===== src/rtl/three_axis_homing_sequencer_unit_defines.svh =====
// assertion macros for the three-axis homing sequencer unit
// used by modules that assert; expects clk and rst_n in scope
`ifndef THREE_AXIS_HOMING_SEQUENCER_UNIT_DEFINES_SVH
`define THREE_AXIS_HOMING_SEQUENCER_UNIT_DEFINES_SVH

`ifndef NO_ASSERTIONS
`define THSU_ASSERT(lbl, cond) \
  lbl: assert property (@(posedge clk) disable iff (!rst_n) (cond)) \
    else $error("thsu assertion failed");
`define THSU_ASSERT_NEXT(lbl, ante, cons) \
  lbl: assert property (@(posedge clk) disable iff (!rst_n) (ante) |=> (cons)) \
    else $error("thsu assertion failed");
`else
`define THSU_ASSERT(lbl, cond)
`define THSU_ASSERT_NEXT(lbl, ante, cons)
`endif

`endif


===== src/rtl/thsu_pkg.sv =====
// types, constants and command tables for the three-axis homing sequencer
// no dependencies
`timescale 1ns / 1ps

package thsu_pkg;

  localparam int VALUE_W = 32;
  localparam int POS_W = 32;
  localparam int CFG_W = 16;
  localparam int DEF_POSITION_WIDTH = 32;
  localparam int QUEUE_DEPTH = 2;

  localparam logic [CFG_W-1:0] APPROACH_RESET = 16'd1000;
  localparam logic [CFG_W-1:0] CREEP_RESET = 16'd100;

  localparam logic CFG_APPROACH = 1'b0;
  localparam logic CFG_CREEP = 1'b1;

  localparam logic [1:0] AXIS_X = 2'd0;
  localparam logic [1:0] AXIS_Y = 2'd1;
  localparam logic [1:0] AXIS_Z = 2'd2;

  localparam logic signed [VALUE_W-1:0] APPROACH_DIST_POS = 32'sd1000000;
  localparam logic signed [VALUE_W-1:0] APPROACH_DIST_NEG = -32'sd1000000;
  localparam logic signed [VALUE_W-1:0] CREEP_DIST_POS = 32'sd10000;
  localparam logic signed [VALUE_W-1:0] CREEP_DIST_NEG = -32'sd10000;
  localparam logic signed [VALUE_W-1:0] FINAL_VELOCITY = 32'sd100;

  typedef enum logic [2:0] {
    CMD_STATUS = 3'd0,
    CMD_SET_VEL = 3'd1,
    CMD_MOVE = 3'd2,
    CMD_STOP_ALL = 3'd3,
    CMD_ZERO_POS = 3'd4,
    CMD_CLEAR_SAFETY = 3'd5
  } cmd_code_t;

  // what one step hands to the back end
  typedef enum logic [2:0] {
    K_STATUS = 3'd0,
    K_STATUS_APPROACH = 3'd1,
    K_APPROACH = 3'd2,
    K_CREEP = 3'd3,
    K_STOP = 3'd4,
    K_FINISH = 3'd5
  } kind_t;

  typedef enum logic [2:0] {
    VS_ZERO = 3'd0,
    VS_APPROACH = 3'd1,
    VS_CREEP = 3'd2,
    VS_FINAL = 3'd3,
    VS_APPROACH_DIST = 3'd4,
    VS_CREEP_DIST = 3'd5
  } vsel_t;

  typedef struct packed {
    kind_t kind;
    logic [1:0] axis;
    logic homing;
    logic done;
    logic safety;
  } step_t;

  typedef struct packed {
    cmd_code_t code;
    vsel_t vsel;
    logic is_move;
    logic last;
  } cmd_info_t;

  function automatic cmd_info_t cmd_info(input kind_t kind, input logic [1:0] idx);
    cmd_info_t c;
    c = '{code: CMD_STATUS, vsel: VS_ZERO, is_move: 1'b0, last: 1'b1};
    case (kind)
      K_STATUS: begin
        c = '{code: CMD_STATUS, vsel: VS_ZERO, is_move: 1'b0, last: 1'b1};
      end
      K_STATUS_APPROACH: begin
        case (idx)
          2'd0: c = '{code: CMD_STATUS, vsel: VS_ZERO, is_move: 1'b0, last: 1'b0};
          2'd1: c = '{code: CMD_SET_VEL, vsel: VS_APPROACH, is_move: 1'b0, last: 1'b0};
          default: c = '{code: CMD_MOVE, vsel: VS_APPROACH_DIST, is_move: 1'b1, last: 1'b1};
        endcase
      end
      K_APPROACH: begin
        if (idx == 2'd0) begin
          c = '{code: CMD_SET_VEL, vsel: VS_APPROACH, is_move: 1'b0, last: 1'b0};
        end else begin
          c = '{code: CMD_MOVE, vsel: VS_APPROACH_DIST, is_move: 1'b1, last: 1'b1};
        end
      end
      K_CREEP: begin
        if (idx == 2'd0) begin
          c = '{code: CMD_SET_VEL, vsel: VS_CREEP, is_move: 1'b0, last: 1'b0};
        end else begin
          c = '{code: CMD_MOVE, vsel: VS_CREEP_DIST, is_move: 1'b1, last: 1'b1};
        end
      end
      K_STOP: begin
        c = '{code: CMD_STOP_ALL, vsel: VS_ZERO, is_move: 1'b0, last: 1'b1};
      end
      K_FINISH: begin
        case (idx)
          2'd0: c = '{code: CMD_CLEAR_SAFETY, vsel: VS_ZERO, is_move: 1'b0, last: 1'b0};
          2'd1: c = '{code: CMD_STATUS, vsel: VS_ZERO, is_move: 1'b0, last: 1'b0};
          2'd2: c = '{code: CMD_SET_VEL, vsel: VS_FINAL, is_move: 1'b0, last: 1'b0};
          default: c = '{code: CMD_ZERO_POS, vsel: VS_ZERO, is_move: 1'b0, last: 1'b1};
        endcase
      end
      default: begin
        c = '{code: CMD_STATUS, vsel: VS_ZERO, is_move: 1'b0, last: 1'b1};
      end
    endcase
    return c;
  endfunction

endpackage


===== src/rtl/thsu_front.sv =====
// front end: accepts input items, runs the homing phase machine, classifies steps
// depends on thsu_pkg
`timescale 1ns / 1ps

module thsu_front #(
  parameter int LATCH_W = 32
) (
  input  logic clk,
  input  logic rst_n,
  input  logic in_valid,
  output logic in_stall,
  input  logic in_mode,
  input  logic in_sensor_x,
  input  logic in_sensor_y,
  input  logic in_sensor_z,
  input  logic in_axes_moving,
  input  logic signed [thsu_pkg::POS_W-1:0] in_pos_x,
  input  logic signed [thsu_pkg::POS_W-1:0] in_pos_y,
  input  logic signed [thsu_pkg::POS_W-1:0] in_pos_z,
  input  logic q_full,
  output logic q_push,
  output thsu_pkg::step_t q_step,
  output logic [LATCH_W-1:0] q_lx,
  output logic [LATCH_W-1:0] q_ly,
  output logic [LATCH_W-1:0] q_lz
);

  typedef enum logic [4:0] {
    PH_IDLE = 5'd0,
    PH_Z_START = 5'd1, PH_Z_WAIT_APP = 5'd2, PH_Z_CREEP = 5'd3,
    PH_Z_EDGE = 5'd4, PH_Z_STOP = 5'd5,
    PH_X_START = 5'd6, PH_X_WAIT_APP = 5'd7, PH_X_CREEP = 5'd8,
    PH_X_EDGE = 5'd9, PH_X_STOP = 5'd10,
    PH_Y_START = 5'd11, PH_Y_WAIT_APP = 5'd12, PH_Y_CREEP = 5'd13,
    PH_Y_EDGE = 5'd14, PH_Y_STOP = 5'd15,
    PH_FINISH = 5'd16
  } phase_t;

  typedef enum logic [2:0] {
    SUB_IDLE, SUB_START, SUB_WAIT_APP, SUB_CREEP, SUB_EDGE, SUB_STOP, SUB_FINISH
  } sub_t;

  phase_t phase_r, phase_nxt, ph;
  sub_t sub;
  logic [1:0] ax;
  logic sensor;
  logic [LATCH_W-1:0] pos_trunc;
  logic [LATCH_W-1:0] lx_r, ly_r, lz_r, lx_nxt, ly_nxt, lz_nxt;
  logic homing_r, done_r, safety_r, homing_nxt, done_nxt, safety_nxt;
  logic emit;
  thsu_pkg::kind_t kind;
  logic acc;

  assign in_stall = q_full;
  assign acc = in_valid && !in_stall;

  // a start request overrides whatever phase we were in
  assign ph = in_mode ? PH_Z_START : phase_r;

  always_comb begin
    ax = thsu_pkg::AXIS_Z;
    sub = SUB_IDLE;
    case (ph)
      PH_Z_START: begin sub = SUB_START; ax = thsu_pkg::AXIS_Z; end
      PH_Z_WAIT_APP: begin sub = SUB_WAIT_APP; ax = thsu_pkg::AXIS_Z; end
      PH_Z_CREEP: begin sub = SUB_CREEP; ax = thsu_pkg::AXIS_Z; end
      PH_Z_EDGE: begin sub = SUB_EDGE; ax = thsu_pkg::AXIS_Z; end
      PH_Z_STOP: begin sub = SUB_STOP; ax = thsu_pkg::AXIS_Z; end
      PH_X_START: begin sub = SUB_START; ax = thsu_pkg::AXIS_X; end
      PH_X_WAIT_APP: begin sub = SUB_WAIT_APP; ax = thsu_pkg::AXIS_X; end
      PH_X_CREEP: begin sub = SUB_CREEP; ax = thsu_pkg::AXIS_X; end
      PH_X_EDGE: begin sub = SUB_EDGE; ax = thsu_pkg::AXIS_X; end
      PH_X_STOP: begin sub = SUB_STOP; ax = thsu_pkg::AXIS_X; end
      PH_Y_START: begin sub = SUB_START; ax = thsu_pkg::AXIS_Y; end
      PH_Y_WAIT_APP: begin sub = SUB_WAIT_APP; ax = thsu_pkg::AXIS_Y; end
      PH_Y_CREEP: begin sub = SUB_CREEP; ax = thsu_pkg::AXIS_Y; end
      PH_Y_EDGE: begin sub = SUB_EDGE; ax = thsu_pkg::AXIS_Y; end
      PH_Y_STOP: begin sub = SUB_STOP; ax = thsu_pkg::AXIS_Y; end
      PH_FINISH: begin sub = SUB_FINISH; end
      default: begin sub = SUB_IDLE; end
    endcase
  end

  always_comb begin
    case (ax)
      thsu_pkg::AXIS_X: begin
        sensor = in_sensor_x;
        pos_trunc = in_pos_x[LATCH_W-1:0];
      end
      thsu_pkg::AXIS_Y: begin
        sensor = in_sensor_y;
        pos_trunc = in_pos_y[LATCH_W-1:0];
      end
      default: begin
        sensor = in_sensor_z;
        pos_trunc = in_pos_z[LATCH_W-1:0];
      end
    endcase
  end

  always_comb begin
    phase_nxt = ph;
    homing_nxt = homing_r;
    done_nxt = done_r;
    safety_nxt = safety_r;
    lx_nxt = lx_r;
    ly_nxt = ly_r;
    lz_nxt = lz_r;
    emit = 1'b0;
    kind = thsu_pkg::K_STATUS;
    if (ph == PH_Z_START) begin
      homing_nxt = 1'b1;
      done_nxt = 1'b0;
      safety_nxt = 1'b0;
    end
    case (sub)
      SUB_START: begin
        if (!sensor) begin
          emit = 1'b1;
          kind = (ph == PH_Z_START) ? thsu_pkg::K_STATUS_APPROACH : thsu_pkg::K_APPROACH;
          phase_nxt = phase_t'(ph + 5'd1);
        end else begin
          // already on the sensor: only the status report of a Z start goes out
          emit = (ph == PH_Z_START);
          kind = thsu_pkg::K_STATUS;
          phase_nxt = phase_t'(ph + 5'd2);
        end
      end
      SUB_WAIT_APP: begin
        if (!in_axes_moving) phase_nxt = phase_t'(ph + 5'd1);
      end
      SUB_CREEP: begin
        emit = 1'b1;
        kind = thsu_pkg::K_CREEP;
        phase_nxt = phase_t'(ph + 5'd1);
      end
      SUB_EDGE: begin
        if (!sensor) begin
          emit = 1'b1;
          kind = thsu_pkg::K_STOP;
          phase_nxt = phase_t'(ph + 5'd1);
          case (ax)
            thsu_pkg::AXIS_X: lx_nxt = pos_trunc;
            thsu_pkg::AXIS_Y: ly_nxt = pos_trunc;
            default: lz_nxt = pos_trunc;
          endcase
        end
      end
      SUB_STOP: begin
        if (!in_axes_moving) phase_nxt = phase_t'(ph + 5'd1);
      end
      SUB_FINISH: begin
        emit = 1'b1;
        kind = thsu_pkg::K_FINISH;
        homing_nxt = 1'b0;
        done_nxt = 1'b1;
        safety_nxt = 1'b1;
        phase_nxt = PH_IDLE;
      end
      default: begin
        phase_nxt = PH_IDLE;
      end
    endcase
  end

  assign q_push = acc && emit;
  assign q_step = '{kind: kind, axis: ax, homing: homing_nxt, done: done_nxt,
                    safety: safety_nxt};
  assign q_lx = lx_nxt;
  assign q_ly = ly_nxt;
  assign q_lz = lz_nxt;

  always_ff @(posedge clk) begin
    if (!rst_n) begin
      phase_r <= PH_IDLE;
      homing_r <= 1'b0;
      done_r <= 1'b0;
      safety_r <= 1'b1;
      lx_r <= '0;
      ly_r <= '0;
      lz_r <= '0;
    end else if (acc) begin
      phase_r <= phase_nxt;
      homing_r <= homing_nxt;
      done_r <= done_nxt;
      safety_r <= safety_nxt;
      lx_r <= lx_nxt;
      ly_r <= ly_nxt;
      lz_r <= lz_nxt;
    end
  end

endmodule


===== src/rtl/thsu_queue.sv =====
// short step queue between front and back end
// depends on thsu_pkg for nothing; generic width and depth
`timescale 1ns / 1ps

module thsu_queue #(
  parameter int WIDTH = 8,
  parameter int DEPTH = 2
) (
  input  logic clk,
  input  logic rst_n,
  input  logic push,
  input  logic [WIDTH-1:0] wdata,
  input  logic pop,
  output logic [WIDTH-1:0] rdata,
  output logic full,
  output logic not_empty
);

  localparam int AW = (DEPTH > 1) ? $clog2(DEPTH) : 1;
  localparam int CW = $clog2(DEPTH + 1);

  logic [WIDTH-1:0] mem_r [DEPTH];
  logic [AW-1:0] wr_ptr_r, rd_ptr_r;
  logic [CW-1:0] count_r, count_nxt;

  assign full = (count_r == CW'(DEPTH));
  assign not_empty = (count_r != '0);
  assign rdata = mem_r[rd_ptr_r];

  always_comb begin
    count_nxt = count_r;
    if (push && !pop) count_nxt = count_r + CW'(1);
    else if (pop && !push) count_nxt = count_r - CW'(1);
  end

  always_ff @(posedge clk) begin
    if (push) mem_r[wr_ptr_r] <= wdata;
  end

  always_ff @(posedge clk) begin
    if (!rst_n) begin
      wr_ptr_r <= '0;
      rd_ptr_r <= '0;
      count_r <= '0;
    end else begin
      if (push) wr_ptr_r <= (wr_ptr_r == AW'(DEPTH - 1)) ? '0 : wr_ptr_r + AW'(1);
      if (pop) rd_ptr_r <= (rd_ptr_r == AW'(DEPTH - 1)) ? '0 : rd_ptr_r + AW'(1);
      count_r <= count_nxt;
    end
  end

endmodule


===== src/rtl/thsu_back.sv =====
// back end: expands queued steps into commands, one per cycle while the output is not stalled, into the output register
// depends on thsu_pkg and three_axis_homing_sequencer_unit_defines.svh
`timescale 1ns / 1ps
`include "three_axis_homing_sequencer_unit_defines.svh"

module thsu_back #(
  parameter int LATCH_W = 32
) (
  input  logic clk,
  input  logic rst_n,
  input  logic q_valid,
  input  thsu_pkg::step_t q_step,
  input  logic [LATCH_W-1:0] q_lx,
  input  logic [LATCH_W-1:0] q_ly,
  input  logic [LATCH_W-1:0] q_lz,
  output logic q_pop,
  input  logic [thsu_pkg::CFG_W-1:0] approach_vel,
  input  logic [thsu_pkg::CFG_W-1:0] creep_vel,
  output logic out_valid,
  input  logic out_stall,
  output logic [2:0] out_command,
  output logic [1:0] out_axis,
  output logic signed [thsu_pkg::VALUE_W-1:0] out_value,
  output logic out_homing_active,
  output logic out_home_done,
  output logic out_safety_enabled,
  output logic signed [thsu_pkg::POS_W-1:0] out_home_pos_x,
  output logic signed [thsu_pkg::POS_W-1:0] out_home_pos_y,
  output logic signed [thsu_pkg::POS_W-1:0] out_home_pos_z,
  output logic out_last
);

  thsu_pkg::step_t cur_r;
  logic [LATCH_W-1:0] lx_r, ly_r, lz_r;
  logic [1:0] idx_r;
  logic busy_r;
  logic out_valid_r;
  logic load, emit_now;
  thsu_pkg::cmd_info_t c;
  logic signed [thsu_pkg::VALUE_W-1:0] value;
  logic is_z;

  assign load = !out_valid_r || !out_stall;
  assign emit_now = busy_r && load;
  assign c = thsu_pkg::cmd_info(cur_r.kind, idx_r);
  // the next step is fetched as the last command of the current one goes out
  assign q_pop = q_valid && (!busy_r || (emit_now && c.last));
  assign is_z = (cur_r.axis == thsu_pkg::AXIS_Z);

  always_comb begin
    case (c.vsel)
      thsu_pkg::VS_APPROACH: value = thsu_pkg::VALUE_W'(approach_vel);
      thsu_pkg::VS_CREEP: value = thsu_pkg::VALUE_W'(creep_vel);
      thsu_pkg::VS_FINAL: value = thsu_pkg::FINAL_VELOCITY;
      thsu_pkg::VS_APPROACH_DIST:
        value = is_z ? thsu_pkg::APPROACH_DIST_POS : thsu_pkg::APPROACH_DIST_NEG;
      thsu_pkg::VS_CREEP_DIST:
        value = is_z ? thsu_pkg::CREEP_DIST_NEG : thsu_pkg::CREEP_DIST_POS;
      default: value = '0;
    endcase
  end

  always_ff @(posedge clk) begin
    if (!rst_n) begin
      busy_r <= 1'b0;
      idx_r <= '0;
    end else if (q_pop) begin
      busy_r <= 1'b1;
      idx_r <= '0;
    end else if (emit_now) begin
      if (c.last) busy_r <= 1'b0;
      else idx_r <= idx_r + 2'd1;
    end
  end

  always_ff @(posedge clk) begin
    if (q_pop) begin
      cur_r <= q_step;
      lx_r <= q_lx;
      ly_r <= q_ly;
      lz_r <= q_lz;
    end
  end

  always_ff @(posedge clk) begin
    if (!rst_n) begin
      out_valid_r <= 1'b0;
    end else if (emit_now) begin
      out_valid_r <= 1'b1;
    end else if (load) begin
      out_valid_r <= 1'b0;
    end
  end

  always_ff @(posedge clk) begin
    if (emit_now) begin
      out_command <= c.code;
      out_axis <= c.is_move ? cur_r.axis : thsu_pkg::AXIS_X;
      out_value <= value;
      out_homing_active <= cur_r.homing;
      out_home_done <= cur_r.done;
      out_safety_enabled <= cur_r.safety;
      out_home_pos_x <= thsu_pkg::POS_W'($signed(lx_r));
      out_home_pos_y <= thsu_pkg::POS_W'($signed(ly_r));
      out_home_pos_z <= thsu_pkg::POS_W'($signed(lz_r));
      out_last <= c.last;
    end
  end

  assign out_valid = out_valid_r;

  `THSU_ASSERT(a_pop_needs_entry, !q_pop || q_valid)
  `THSU_ASSERT(a_more_after_nonlast, !(out_valid_r && !out_last) || busy_r)
  `THSU_ASSERT_NEXT(a_idle_after_last, emit_now && c.last && !q_valid, !busy_r)
  `THSU_ASSERT_NEXT(a_refetch_clears_idx, q_pop, busy_r && idx_r == 2'd0)

endmodule


===== src/rtl/three_axis_homing_sequencer_unit.sv =====
// an item's step goes into the step queue, then into the back end's step register, before its
// first command is in the output register; the front end accepts an item whenever the queue is
// not full, and the back end issues one command per cycle unless the output stalls; an item
// yields 0 to 4 commands; a two-entry step queue separates front and back end
// reset (synchronous, rst_n low): phase idle, latches zero, safety flag set,
// approach velocity 1000, creep velocity 100, queue and output empty
`timescale 1ns / 1ps

module three_axis_homing_sequencer_unit #(
  parameter int POSITION_WIDTH = thsu_pkg::DEF_POSITION_WIDTH
) (
  input  logic clk,
  input  logic rst_n,
  input  logic cfg_we,
  input  logic cfg_index,
  input  logic [thsu_pkg::CFG_W-1:0] cfg_wdata,
  input  logic in_valid,
  output logic in_stall,
  input  logic in_mode,
  input  logic in_sensor_x,
  input  logic in_sensor_y,
  input  logic in_sensor_z,
  input  logic in_axes_moving,
  input  logic signed [thsu_pkg::POS_W-1:0] in_pos_x,
  input  logic signed [thsu_pkg::POS_W-1:0] in_pos_y,
  input  logic signed [thsu_pkg::POS_W-1:0] in_pos_z,
  output logic out_valid,
  input  logic out_stall,
  output logic [2:0] out_command,
  output logic [1:0] out_axis,
  output logic signed [thsu_pkg::VALUE_W-1:0] out_value,
  output logic out_homing_active,
  output logic out_home_done,
  output logic out_safety_enabled,
  output logic signed [thsu_pkg::POS_W-1:0] out_home_pos_x,
  output logic signed [thsu_pkg::POS_W-1:0] out_home_pos_y,
  output logic signed [thsu_pkg::POS_W-1:0] out_home_pos_z,
  output logic out_last
);

  // latched positions never need more bits than the input counts carry
  localparam int LATCH_W = (POSITION_WIDTH < thsu_pkg::POS_W) ? POSITION_WIDTH
                                                              : thsu_pkg::POS_W;
  localparam int STEP_W = $bits(thsu_pkg::step_t);
  localparam int Q_W = STEP_W + 3 * LATCH_W;

  logic [thsu_pkg::CFG_W-1:0] approach_r, creep_r;
  logic q_full, q_push, q_pop, q_not_empty;
  thsu_pkg::step_t f_step, b_step;
  logic [LATCH_W-1:0] f_lx, f_ly, f_lz, b_lx, b_ly, b_lz;
  logic [Q_W-1:0] q_wdata, q_rdata;

  always_ff @(posedge clk) begin
    if (!rst_n) begin
      approach_r <= thsu_pkg::APPROACH_RESET;
      creep_r <= thsu_pkg::CREEP_RESET;
    end else if (cfg_we) begin
      case (cfg_index)
        thsu_pkg::CFG_APPROACH: approach_r <= cfg_wdata;
        thsu_pkg::CFG_CREEP: creep_r <= cfg_wdata;
        default: approach_r <= approach_r;
      endcase
    end
  end

  thsu_front #(.LATCH_W(LATCH_W)) u_front (
    .clk(clk), .rst_n(rst_n),
    .in_valid(in_valid), .in_stall(in_stall),
    .in_mode(in_mode), .in_sensor_x(in_sensor_x), .in_sensor_y(in_sensor_y),
    .in_sensor_z(in_sensor_z), .in_axes_moving(in_axes_moving),
    .in_pos_x(in_pos_x), .in_pos_y(in_pos_y), .in_pos_z(in_pos_z),
    .q_full(q_full), .q_push(q_push), .q_step(f_step),
    .q_lx(f_lx), .q_ly(f_ly), .q_lz(f_lz)
  );

  assign q_wdata = {f_step, f_lx, f_ly, f_lz};
  assign {b_step, b_lx, b_ly, b_lz} = q_rdata;

  thsu_queue #(.WIDTH(Q_W), .DEPTH(thsu_pkg::QUEUE_DEPTH)) u_queue (
    .clk(clk), .rst_n(rst_n),
    .push(q_push), .wdata(q_wdata),
    .pop(q_pop), .rdata(q_rdata),
    .full(q_full), .not_empty(q_not_empty)
  );

  thsu_back #(.LATCH_W(LATCH_W)) u_back (
    .clk(clk), .rst_n(rst_n),
    .q_valid(q_not_empty), .q_step(b_step),
    .q_lx(b_lx), .q_ly(b_ly), .q_lz(b_lz), .q_pop(q_pop),
    .approach_vel(approach_r), .creep_vel(creep_r),
    .out_valid(out_valid), .out_stall(out_stall),
    .out_command(out_command), .out_axis(out_axis), .out_value(out_value),
    .out_homing_active(out_homing_active), .out_home_done(out_home_done),
    .out_safety_enabled(out_safety_enabled),
    .out_home_pos_x(out_home_pos_x), .out_home_pos_y(out_home_pos_y),
    .out_home_pos_z(out_home_pos_z), .out_last(out_last)
  );

endmodule


===== config.mk =====
export PLATFORM = sky130hd
export DESIGN_NAME = three_axis_homing_sequencer_unit
export DESIGN_NICKNAME = d
export VERILOG_FILES = /design/src/rtl/thsu_pkg.sv /design/src/rtl/thsu_front.sv /design/src/rtl/thsu_queue.sv /design/src/rtl/thsu_back.sv /design/src/rtl/three_axis_homing_sequencer_unit.sv
export VERILOG_INCLUDE_DIRS = /design/src /design/src/rtl
export SDC_FILE = /design/constraint.sdc
export NUM_CORES = 1
export LEC_CHECK = 0
export ABC_AREA = 1
export BUFFER_PORTS_ARGS = -buffer_cell sky130_fd_sc_hd__buf_4
export CAP_MARGIN = 10
export CORE_UTILIZATION = 45
export CTS_CLUSTER_DIAMETER = 60
export DETAILED_ROUTE_END_ITERATION = 7
export SLEW_MARGIN = 0
export SYNTH_ARGS = -nofsm -noshare
export SYNTH_HDL_FRONTEND = slang
export SYNTH_SLANG_ARGS = --single-unit

===== constraint.sdc =====
create_clock -name clk -period 15.3 [get_ports clk]
set_input_delay 3.06 -clock clk [delete_from_list [all_inputs] [get_ports clk]]
set_output_delay 3.06 -clock clk [all_outputs]
set_load 0.01 [all_outputs]

==> out/results.ini <==
[clocking]
numCtsBuffers = 59
clk_path_buf_depth = 3
clock_sinks = 579
cts_max_level = 2
cts-resized-gates = 0
cts_hold_buffers = 0
clkLatencyLatePin_ns = 0.61
ctsRootBufferMaster = clkbuf_16
clk_pin_slew_worst_paths_ns = 0.06
cts_tree = yes
cts_setup_buffers = 0

[detailed_routing]
drt_iter0_markers = 1085
vias_per_cell = 4.96
drt_first_pass_iters = 5
postRouteAntennaNets = 0
wl_per_cell_um = 18.0
via_count = 15645
routed_wl_um = 56700
drc = 0

[hold_path]
hold_depth = 0
hold_class = flip-flop to flip-flop
hp-start = u_back.ly_r[16]
min_to = u_back.out_home_pos_y[16]

[sta]
final.setup_skew_ns = 0.0153
setup_viol = 0
max_freq_mhz = 147
layout_setup_ws_ns = 8.52
post-route-min-period_ns = 6.78
slew_headroom = 0.242
fin_tns_setup_ns = 0
worst_pin_slew_ns = 1.14
rsz0062_at_grt = false
slew_violations = 0
finalCritPeriodShare = 0.443
final-hold-violation-count = 0

[yosys]
synth.area.top_cells = edfxtp_1 57%, dfxtp_1 13%, nand2_1 11%
post-synth-top-area-cell = edfxtp_1
synth_most_common_cell = nand2_1
synth_top_area_share = 0.567
synth-edff-count = 435
post_synth.cell_area_avg_um2 = 10.5
synthCells = 2202
yosys_warnings = 0
synthArstFlopShare = 0
ys_seq_area_frac = 0.692
yosys_most_used_dff = edfxtp_1
synth_area_mm2 = 0.0230
syn_nets = 2331
ys_seq_elements = 579
yosys.cell_types.count = 39
synthTopCellsByCount = 660 x nand2_1, 435 x edfxtp_1, 241 x nor2_1, 208 x inv_1, 144 x dfxtp_1

[critical_path]
crit_arrival_ns = 7.01
r2r-start = u_front.phase_r[1]
critPathKind = input port to flip-flop
rr_worst_depth = 16
crit_required_ns = 15.53
crit_path_end_kind = flip-flop
path_max_fanout = 53
timing.reg2reg.setup_slack_ns = 10.69
cp-start-kind = input port
rr_endpoint = u_queue.mem_r[1][26]

[floorplan]
pin_count = 262
dieArea_mm2 = 0.0521
start_util = 0.457
dieWidth_um = 228
std_cell_rows = 82
core_area_mm2 = 0.0504
die_height_um = 228

[global_routing]
grt_pass1_vias = 14750
grt_pass1_wl_um = 86500
grt_antenna_before_repair = 2
grt-ovfl-total = 0
grt_max_degree = 86
track_usage = 0.217

[place]
post-dp-hpwl_um = 37000
port_buffers = 261
pre_cts_ws_ns = 7.83
place_inst = 3042
place_congestion = 0.839

[status]
status = completed

[cells_and_area]
drive_gt1_frac = 0.180
nNetsFinal = 2560
fin_cells = 3155
synthToLayoutAreaGrowth_pct = 18.8

[pwr]
power.internal_uw = 3510
power_switching_uw = 1560
p_comb_frac = 0.234
ir_drop_v = 0.000113
pwr-share-seq = 0.488
swShare = 0.308
clkPwrFrac = 0.278
powerDensity_mw_per_mm2 = 185
p_leak_uw = 0.0119

[flow_run]
drv_cap = 0

stage by stage:
step	instance area (µm²)	power (µW)	utilization	hold slack (ns)
global route	27400	5340	0.543	0.420
finish	27400	5070	0.543	0.415
global placement	25400	3680	0.505	0.403
floorplan	23000	3190	-	0.400
CTS	27400	5130	0.543	0.418
detailed placement	25400	3720	0.505	0.405
registers in the layout, summed over array words and instances (netlist names), 18 cells and up:
| signal | count |
|---|---|
| u_back.out_home_pos_y | 32 |
| u_front.lz_r | 32 |
| u_back.ly_r | 32 |
| u_back.lx_r | 32 |
| u_queue.mem_r | 208 |
| u_back.out_value | 18 |
| u_back.out_home_pos_x | 32 |
| u_front.lx_r | 32 |
| u_back.out_home_pos_z | 32 |
| u_back.lz_r | 32 |
| u_front.ly_r | 32 |
worst max-delay path by stage:
stage                     cells after the start                    to  slack (ns)  startpoint
after global placement                       18  u_queue.mem_r[1][28]        7.82     in_mode
after detailed placement                     18  u_queue.mem_r[1][24]        7.83     in_mode
final                                        18  u_queue.mem_r[1][26]        8.52     in_mode
after global routing                         18   u_queue.mem_r[1][3]        8.17     in_mode
after CTS                                    18  u_queue.mem_r[1][92]        8.47     in_mode
after floorplan                              17   u_queue.mem_r[0][0]        5.63     in_mode
critical path, stage by stage:
cell,delay [ns]
buf_4,0.14
inv_2,0.11
nand2_2,0.13
nor2_2,0.27
inv_1,0.10
nor2_1,0.10
ha_1,0.18
inv_1,0.06
nand2_1,0.06
nor2_1,0.08
nand4_1,0.21
nand3_2,0.17
nor2_4,0.19
inv_2,0.33
nand3_1,0.25
nand3_1,0.16
inv_4,0.55
buf_4,0.73
routing by layer:
metal / routed length (µm) / up-vias / track usage
met1: 24700 / 7437 / 0.295
met4: 1600 / 2 / 0.0694
met2: 27000 / 442 / 0.355
met5: 10 / - / 0
li1: - / 7687 / -
met3: 3450 / 77 / 0.0398
final cells by class:
type | instances | area, µm²
diodes | 2 | 5.00
clock buffers | 81 | 1660
clock inverters | 30 | 264
fillers | 4375 | 23000
inverters | 221 | 843
multi-input cells | 1292 | 5720
flip-flops and latches | 579 | 15900
well taps | 672 | 841
repair buffers | 278 | 2090
power groups by stage:
stage | logic, µW | clock network [µW] | registers (µW)
after detailed placement | 1210 | 0 | 2510
after global placement | 1180 | 0 | 2500
after global routing | 1320 | 1500 | 2520
final | 1190 | 1410 | 2480
after floorplan | 651 | 0 | 2540
after CTS | 1210 | 1440 | 2480
placed cells by master (no fill, tap or decap), types with 2 or more instances in the layout:
cell type	synthesis	routed
clkinv_1	0	6
o31ai_1	2	2
nand2_1	660	660
o211ai_1	10	10
clkinv_4	0	2
inv_1	208	204
edfxtp_1	435	435
clkbuf_1	57	14
diode_2	0	2
a221o_1	3	3
nand2_4	2	2
nand3_1	38	38
inv_2	13	12
clkbuf_16	0	61
nand4_1	2	2
nor2_1	241	240
nand2_2	5	5
a22o_1	3	3
nor2_2	5	5
bufinv_16	0	4
buf_4	14	278
clkinv_2	0	17
ha_1	6	6
a21oi_1	53	53
o21ai_1	127	127
o21ai_2	40	40
inv_4	0	3
o21ai_0	74	73
xor2_1	3	3
a22oi_1	6	6
nor2_4	1	2
dfxtp_1	144	143
clkbuf_8	0	6
cells by family after synthesis:
kind of cell | count (synthesis) | synth area share
XOR/XNOR | 3 | 0.00114
flip-flops | 579 | 0.692
AND/OR/NAND/NOR | 961 | 0.163
AO/OA/AOI/OAI | 322 | 0.0802
buffers and inverters | 331 | 0.0607
adder cells (fa/ha/maj) | 6 | 0.00326
Note: power is estimated with default switching activity, not from simulation.
